==> config.mk <==
export PLATFORM = sky130hd
export DESIGN_NAME = infix_to_postfix_converter
export DESIGN_NICKNAME = d
export VERILOG_FILES = /design/src/sv/i2p_pkg.sv /design/src/sv/infix_to_postfix_converter.sv /design/src/sv/i2p_stack_cell.sv /design/src/sv/i2p_op_stack.sv
export SDC_FILE = /design/constraint.sdc
export NUM_CORES = 1
export LEC_CHECK = 0
export ABC_AREA = 1
export BUFFER_PORTS_ARGS = -buffer_cell sky130_fd_sc_hd__buf_4
export CORE_MARGIN = 4
export CORE_UTILIZATION = 50
export CTS_BUF_LIST = sky130_fd_sc_hd__clkbuf_4 sky130_fd_sc_hd__clkbuf_8
export DETAILED_ROUTE_END_ITERATION = 8
export PLACE_DENSITY = 0.78
export SLEW_MARGIN = 20
export SYNTH_ARGS = -nofsm -noshare
export SYNTH_HDL_FRONTEND = slang
export SYNTH_SLANG_ARGS = --single-unit
==> constraint.sdc <==
create_clock -name clk -period 12.2 [get_ports clk]
set_clock_uncertainty 0.15 [all_clocks]
set_input_delay 1.22 -clock clk [delete_from_list [all_inputs] [get_ports clk]]
set_output_delay 1.22 -clock clk [all_outputs]
set_load 0.02 [all_outputs]
==> src/sv/i2p_pkg.sv <==
`default_nettype none

package i2p_pkg;

  localparam int STACK_DEPTH_DEF = 32;

  localparam logic [7:0] CH_OPEN  = 8'h28;  // '('
  localparam logic [7:0] CH_CLOSE = 8'h29;  // ')'
  localparam logic [7:0] CH_PLUS  = 8'h2b;
  localparam logic [7:0] CH_MINUS = 8'h2d;
  localparam logic [7:0] CH_STAR  = 8'h2a;
  localparam logic [7:0] CH_SLASH = 8'h2f;
  localparam logic [7:0] CH_CARET = 8'h5e;
  localparam logic [7:0] CH_UPPER_LO = 8'd64;
  localparam logic [7:0] CH_UPPER_HI = 8'd91;
  localparam logic [7:0] CH_LOWER_LO = 8'd96;
  localparam logic [7:0] CH_LOWER_HI = 8'd123;

  typedef enum logic [1:0] {
    STAT_OK         = 2'd0,
    STAT_BAD_CHAR   = 2'd1,
    STAT_UNBALANCED = 2'd2,
    STAT_OVERFLOW   = 2'd3
  } status_t;

  typedef enum logic [1:0] {
    ST_IDLE,
    ST_OPER,
    ST_CLOSE,
    ST_FLUSH
  } state_t;

  typedef struct packed {
    logic       kind;
    logic [7:0] ch;
  } in_req_t;

  typedef struct packed {
    logic [7:0] symbol;
    logic       has_symbol;
    status_t    status;
    logic       last;
  } out_res_t;

  // Stack move applied to every cell of the chain in the same cycle.
  typedef struct packed {
    logic push;
    logic pop;
  } stk_ctl_t;

  function automatic logic [1:0] char_level(input logic [7:0] c);
    logic [1:0] lvl;
    lvl = 2'd0;
    if (c == CH_PLUS || c == CH_MINUS) lvl = 2'd1;
    else if (c == CH_STAR || c == CH_SLASH) lvl = 2'd2;
    else if (c == CH_CARET) lvl = 2'd3;
    return lvl;
  endfunction

  function automatic logic is_letter(input logic [7:0] c);
    return (c > CH_UPPER_LO && c < CH_UPPER_HI) ||
           (c > CH_LOWER_LO && c < CH_LOWER_HI);
  endfunction

endpackage

`default_nettype wire

==> src/sv/infix_to_postfix_converter.sv <==
// Infix to postfix converter (shunting yard), one character per request.
// in_data carries kind (0 character, 1 end of expression) and ch. out_data
// carries symbol, has_symbol, status and last; last marks the closing result
// of an expression (end flush or error).
// The stack is a chain of cells that shifts one entry per cycle, and each
// pop other than of a matching '(' fills the one output register. A letter,
// '(' or an error found at acceptance is handled when it is accepted. An
// operator is taken, then pops the entries it must one at a time, then is
// pushed or reports an overflow. ')' pops the entries down to and including
// its '(', and the end marker pops every stacked entry before its closing
// result. A letter or error result appears on out_valid the cycle after the
// request is accepted; a popped operator appears the cycle after its pop.
// in_ready drops while a pop sequence runs.
// Reset (synchronous, rst high) empties the stack, clears the error-discard
// mode and drops out_valid; no clearing pass is needed.
// When out_ready is low the held result stays in the output register and
// all work stops until it is taken; a new request is still taken if the
// output register is empty or being emptied in the same cycle.
`default_nettype none

module infix_to_postfix_converter
  import i2p_pkg::*;
#(
  parameter int STACK_DEPTH = STACK_DEPTH_DEF
) (
  input  wire logic    clk,
  input  wire logic    rst,
  input  wire logic    in_valid,
  output logic         in_ready,
  input  wire in_req_t in_data,
  output logic         out_valid,
  input  wire logic    out_ready,
  output out_res_t     out_data
);

  localparam int CW = $clog2(STACK_DEPTH + 1);
  localparam logic [CW-1:0] DEPTH = CW'(STACK_DEPTH);
  localparam logic [CW-1:0] ONE   = CW'(1);

  state_t          state, state_next;
  logic [CW-1:0]   count, count_next;
  logic [CW-1:0]   opens, opens_next;
  logic            discarding, discarding_next;
  logic [7:0]      pend_op, pend_op_next;

  stk_ctl_t        ctl;
  logic [7:0]      push_data;
  logic [7:0]      top;
  logic [1:0]      top_level;
  logic [1:0]      pend_level;
  logic            full;
  logic            can_emit;
  logic            accept;
  logic            emit;
  out_res_t        emit_res;

  i2p_op_stack #(.STACK_DEPTH(STACK_DEPTH)) u_stack (
    .clk       (clk),
    .ctl       (ctl),
    .push_data (push_data),
    .top       (top)
  );

  assign can_emit   = !out_valid || out_ready;
  assign in_ready   = (state == ST_IDLE) && can_emit;
  assign accept     = in_valid && in_ready;
  assign full       = (count == DEPTH);
  assign top_level  = (count != '0) ? char_level(top) : 2'd0;
  assign pend_level = char_level(pend_op);

  always_comb begin
    state_next = state;
    unique case (state)
      ST_IDLE: begin
        if (accept && !discarding) begin
          if (in_data.kind) begin
            if (opens == '0) state_next = ST_FLUSH;
          end else if (in_data.ch == CH_CLOSE) begin
            if (opens != '0) state_next = ST_CLOSE;
          end else if (char_level(in_data.ch) != 2'd0) begin
            state_next = ST_OPER;
          end
        end
      end
      ST_OPER: begin
        if (can_emit && !(count != '0 && pend_level <= top_level)) state_next = ST_IDLE;
      end
      ST_CLOSE: begin
        if (can_emit && top == CH_OPEN) state_next = ST_IDLE;
      end
      ST_FLUSH: begin
        if (can_emit && count == '0) state_next = ST_IDLE;
      end
      default: state_next = ST_IDLE;
    endcase
  end

  always_comb begin
    ctl             = '0;
    push_data       = in_data.ch;
    count_next      = count;
    opens_next      = opens;
    discarding_next = discarding;
    pend_op_next    = pend_op;
    emit            = 1'b0;
    emit_res        = '{symbol: 8'd0, has_symbol: 1'b0, status: STAT_OK, last: 1'b0};
    unique case (state)
      ST_IDLE: begin
        if (accept) begin
          if (in_data.kind) begin
            if (discarding) begin
              count_next      = '0;
              opens_next      = '0;
              discarding_next = 1'b0;
            end else if (opens != '0) begin
              emit            = 1'b1;
              emit_res.status = STAT_UNBALANCED;
              emit_res.last   = 1'b1;
              count_next      = '0;
              opens_next      = '0;
            end
          end else if (!discarding) begin
            if (is_letter(in_data.ch)) begin
              emit                = 1'b1;
              emit_res.symbol     = in_data.ch;
              emit_res.has_symbol = 1'b1;
            end else if (in_data.ch == CH_OPEN) begin
              if (full) begin
                emit            = 1'b1;
                emit_res.status = STAT_OVERFLOW;
                emit_res.last   = 1'b1;
                count_next      = '0;
                opens_next      = '0;
                discarding_next = 1'b1;
              end else begin
                ctl.push   = 1'b1;
                count_next = count + ONE;
                opens_next = opens + ONE;
              end
            end else if (in_data.ch == CH_CLOSE) begin
              if (opens == '0) begin
                emit            = 1'b1;
                emit_res.status = STAT_UNBALANCED;
                emit_res.last   = 1'b1;
                count_next      = '0;
                discarding_next = 1'b1;
              end
            end else if (char_level(in_data.ch) != 2'd0) begin
              pend_op_next = in_data.ch;
            end else begin
              emit            = 1'b1;
              emit_res.status = STAT_BAD_CHAR;
              emit_res.last   = 1'b1;
              count_next      = '0;
              opens_next      = '0;
              discarding_next = 1'b1;
            end
          end
        end
      end
      ST_OPER: begin
        if (can_emit) begin
          if (count != '0 && pend_level <= top_level) begin
            emit                = 1'b1;
            emit_res.symbol     = top;
            emit_res.has_symbol = 1'b1;
            ctl.pop             = 1'b1;
            count_next          = count - ONE;
          end else if (full) begin
            emit            = 1'b1;
            emit_res.status = STAT_OVERFLOW;
            emit_res.last   = 1'b1;
            count_next      = '0;
            opens_next      = '0;
            discarding_next = 1'b1;
          end else begin
            ctl.push   = 1'b1;
            push_data  = pend_op;
            count_next = count + ONE;
          end
        end
      end
      ST_CLOSE: begin
        if (can_emit) begin
          ctl.pop    = 1'b1;
          count_next = count - ONE;
          if (top != CH_OPEN) begin
            emit                = 1'b1;
            emit_res.symbol     = top;
            emit_res.has_symbol = 1'b1;
          end else begin
            // drop the matching open paren
            opens_next = opens - ONE;
          end
        end
      end
      ST_FLUSH: begin
        if (can_emit) begin
          emit = 1'b1;
          if (count != '0) begin
            emit_res.symbol     = top;
            emit_res.has_symbol = 1'b1;
            ctl.pop             = 1'b1;
            count_next          = count - ONE;
          end else begin
            emit_res.last = 1'b1;
          end
        end
      end
      default: ;
    endcase
  end

  always_ff @(posedge clk) begin
    if (rst) begin
      state      <= ST_IDLE;
      count      <= '0;
      opens      <= '0;
      discarding <= 1'b0;
      out_valid  <= 1'b0;
    end else begin
      state      <= state_next;
      count      <= count_next;
      opens      <= opens_next;
      discarding <= discarding_next;
      if (emit) begin
        out_valid <= 1'b1;
      end else if (out_ready) begin
        out_valid <= 1'b0;
      end
    end
  end

  always_ff @(posedge clk) begin
    pend_op <= pend_op_next;
    if (emit) begin
      out_data <= emit_res;
    end
  end

endmodule

`default_nettype wire

==> src/sv/i2p_stack_cell.sv <==
`default_nettype none

module i2p_stack_cell
  import i2p_pkg::*;
(
  input  wire logic       clk,
  input  wire stk_ctl_t   ctl,
  input  wire logic [7:0] from_above,
  input  wire logic [7:0] from_below,
  output logic [7:0]      entry
);

  // Push takes the neighbor above, pop takes the neighbor below.
  always_ff @(posedge clk) begin
    if (ctl.push) begin
      entry <= from_above;
    end else if (ctl.pop) begin
      entry <= from_below;
    end
  end

endmodule

`default_nettype wire

==> src/sv/i2p_op_stack.sv <==
`default_nettype none

module i2p_op_stack
  import i2p_pkg::*;
#(
  parameter int STACK_DEPTH = STACK_DEPTH_DEF
) (
  input  wire logic       clk,
  input  stk_ctl_t        ctl,
  input  wire logic [7:0] push_data,
  output logic [7:0]      top
);

  logic [7:0] entries [STACK_DEPTH];

  for (genvar i = 0; i < STACK_DEPTH; i++) begin : g_cell
    logic [7:0] above;
    logic [7:0] below;
    if (i == 0) begin : g_head
      assign above = push_data;
    end else begin : g_body
      assign above = entries[i-1];
    end
    if (i == STACK_DEPTH - 1) begin : g_tail
      assign below = entries[i];
    end else begin : g_link
      assign below = entries[i+1];
    end
    i2p_stack_cell u_cell (
      .clk        (clk),
      .ctl        (ctl),
      .from_above (above),
      .from_below (below),
      .entry      (entries[i])
    );
  end

  assign top = entries[0];

endmodule

`default_nettype wire

==> results.tsv <==
stage	metric	value	unit
min_path	HP Class	register to register	
clock_tree	setup bufs post-CTS	0	
place	GPL Wtd Cong	0.916	
critical_path	FF-to-FF path depth	17	
clock_tree	PostCTS Resize Cnt	0	
floorplanning	die width	173	µm
place	DP Wirelength	15100	µm
floorplanning	io pins	27	
timing	final worst-path cycle share	50.5	%
critical_path	Setup CP Type	register to register	
route	Pre-antenna DRT Iters	5	
floorplanning	Rows	60	
yosys	FFs w/ async S/R, synth	0	%
global_route	All-Layer GR Usage	16.3	%
place	Post-Place Cells	1757	
timing	Fin Hold WS	0.311	ns
timing	fmax	162	MHz
timing	relative slew slack	30.7	%
clock_tree	number of buffers created by CTS	48	
floorplanning	Die Ht	173	µm
pwr	pwr/cell area	265	nW/µm²
yosys	Syn Area/Cell	9.44	µm²
cells_and_area	Ant. Diodes	0	
cells_and_area	final core utilization	55.3	%
critical_path	CP Capture Type	register	
floorplanning	Die Area	30000	µm²
timing	Final Hold Viols	0	
yosys	yosys warns	0	
timing	Final Max Tran Viols	0	
pwr	leakage power figure	6.21	nW
critical_path	crit path DAT	6.17	ns
timing	Final TNS setup	0	ns
route	vias	9634	
global_route	initial antenna violation count	0	
status	status	completed	
yosys	Mapped Area	13600	µm²
clock_tree	Clock Tree Buf Depth	3	
yosys	Synth Register Bits	292	
yosys	Synth Net Count	1469	
critical_path	Critical Path Fanout Max	145	
global_route	first-pass GRT wire length	42200	µm
cells_and_area	area delta synth->final	8.98	%
cells_and_area	fin cells	1845	
timing	Slew @ Worst Pin	1.04	ns
critical_path	Startpoint Class	register	
critical_path	Crit Reg-Reg Endpoint	u_stack.g_cell[11].u_cell.entry[4]$_DFFE_PP_	
clock_tree	cts hold-fix bufs	0	
min_path	Hold Path End	u_stack.g_cell[31].u_cell.entry[5]$_DFFE_PP_	
route	drt total wl	24900	µm
critical_path	Worst R2R Setup Slack	6.04	ns
route	1st-iter DRT viols	880	
route	number of remaining DRC errors	0	
clock_tree	H-tree depth	2	
floorplanning	Core ar.	26900	µm²
min_path	Hold Path Cell Cnt	0	
critical_path	critical path startpoint	u_stack.g_cell[0].u_cell.entry[4]$_DFFE_PP_	
run	maximum capacitance violations	0	
clock_tree	CTS tree	done	
floorplanning	Initial Util	50.8	%
cells_and_area	multi-input logic area	4200	µm²
yosys	Synth Instances	1446	
critical_path	Req. time, crit path	12.22	ns
place	PortBufs	26	
cells_and_area	Layout Nets	1489	
yosys	post-synthesis sequential area ratio	63.1	%
global_route	vias in the first global route	9013	
min_path	Hold Crit Start	u_stack.g_cell[30].u_cell.entry[5]$_DFFE_PP_	
yosys	Cell variety after synth	33	
cells_and_area	Layout fillers	2307	
timing	crit path time final	6.16	ns
global_route	grt ovf	0	
pwr	Peak VDD IR	0.169	mV
route	routed vias/inst	5.22	
clock_tree	clock sink count	292	
route	final antenna-violating net count	0	
cells_and_area	share of layout cells above drive strength 1	7.98	%
timing	RSZ-0062 raised after global routing	false	
global_route	largest net degree at the start of global routing	146	
route	per-cell routed wire length	13.5	µm
clock_tree	Root Buffer	clkbuf_8	
yosys	Post-synth EDFFs	276	
critical_path	RR Startpoint	u_stack.g_cell[0].u_cell.entry[4]$_DFFE_PP_	
timing	endpoints failing setup	0	
clock_tree	clock-pin slew on the worst setup and hold paths	0.06	ns
cells_and_area	Reg area	8610	µm²
clock_tree	Clock Latency Late Sink	0.56	ns
yosys	top_reg_cell synth	edfxtp_1	
[cell families (layout without fill, tap and decap cells)]
| family | Yosys count | count (layout) | synth area share (%) |
|---|---|---|---|
| xor gates and xnor gates | 9 | 9 | 0.578 |
| buffers and inverters | 192 | 250 | 6.32 |
| and+or+nand+nor | 754 | 754 | 22.0 |
| DFF | 292 | 292 | 63.1 |
| adders and majority gates | 10 | 10 | 0.917 |
| AOI/OAI and AO/OA | 189 | 189 | 7.08 |
[layout by cell type (no fill, tap or decap), types with 15 or more instances in the layout]
cell / netlist / layout
clkinv_1: 0 / 15
edfxtp_1: 276 / 276
nor2_1: 73 / 73
clkbuf_8: 0 / 51
nand3_1: 44 / 44
buf_4: 3 / 30
nand2_1: 604 / 603
inv_1: 128 / 128
a21oi_1: 19 / 19
dfxtp_1: 16 / 16
o21ai_0: 158 / 158
[critical path, cell delays in order, from the launching register on]
cell	delay, ns
edfxtp_1	0.36
inv_1	0.15
nand2_1	0.06
nor3_1	0.35
o21ai_0	0.19
nand2_1	0.09
nand2_1	0.06
ha_1	0.30
inv_1	0.05
nor2_1	0.08
o21ai_0	0.16
a21oi_2	0.18
nand3_2	0.23
nand2_8	0.53
inv_6	0.45
nand2_4	0.93
buf_4	0.64
buf_4	0.70
[layer usage]
layer,vias to the layer above,global-route usage (%),share of wire [%]
met5,-,0,0
met4,0,6.52,3.1
met3,66,3.00,5.0
met2,252,25.0,45
met1,4511,23.2,47
li1,4805,-,-
[worst max path at each step]
stage	endpoint	cells after the start	slack (ns)
after floorplan	u_stack.g_cell[0].u_cell.entry[0]$_DFFE_PP_	10	3.73
after global placement	u_stack.g_cell[2].u_cell.entry[4]$_DFFE_PP_	12	6.05
after detailed placement	u_stack.g_cell[9].u_cell.entry[3]$_DFFE_PP_	12	5.93
after CTS	u_stack.g_cell[21].u_cell.entry[4]$_DFFE_PP_	17	5.96
after global routing	u_stack.g_cell[11].u_cell.entry[4]$_DFFE_PP_	17	5.47
final	u_stack.g_cell[11].u_cell.entry[4]$_DFFE_PP_	17	6.04
[cell type report]
class | count | area share (%)
Clock buffer | 63 | 5.33
Clock inverter | 25 | 0.774
Inverter | 131 | 3.34
Multi-Input combinational cell | 962 | 28.2
Sequential cell | 292 | 57.9
Tap cell | 341 | 2.87
Timing Repair Buffer | 31 | 1.59
[cells in the mapped netlist, types with 6 or more instances]
cell        n  share of area, %
ha_1       10              0.92
dfxtp_1    16               2.3
nor3_1      7              0.26
inv_1     128               3.5
nand4_1    12              0.55
buf_2      32               1.2
clkbuf_1   13              0.36
buf_6      12              0.99
a21oi_1    19              0.70
nand3_1    44               1.6
edfxtp_1  276                61
nand2_1   604                17
xor2_1      8              0.51
o21ai_0   158               5.8
o22ai_1     6              0.28
nor2_1     73               2.0
[metrics by stage]
| stage | worst slack (ns) | instance area [µm²] | total power, mW |
|---|---|---|---|
| floorplan | 3.73 | 13600 | 2.96 |
| global placement | 6.05 | 14000 | 3.10 |
| detailed placement | 5.93 | 14000 | 3.15 |
| CTS | 5.96 | 14900 | 3.97 |
| global route | 5.47 | 14900 | 4.25 |
| finish | 6.04 | 14900 | 3.94 |
[where the power goes]
| group | internal [mW] | switching (mW) | leakage [nW] |
|---|---|---|---|
| clock | 0.425 | 0.386 | 0.478 |
| sequential | 1.69 | 0.154 | 2.66 |
| combinational | 0.355 | 0.936 | 3.08 |
| total | 2.47 | 1.48 | 6.21 |
[state kept, by name (all words and copies together) (netlist names)]
name                         flops
state                            2
pend_op                          8
u_stack.g_cell.u_cell.entry    256
out_valid                        1
count                            6
opens                            6
out_data                        12
discarding                       1
No activity file was read; power rests on OpenSTA's default activity.
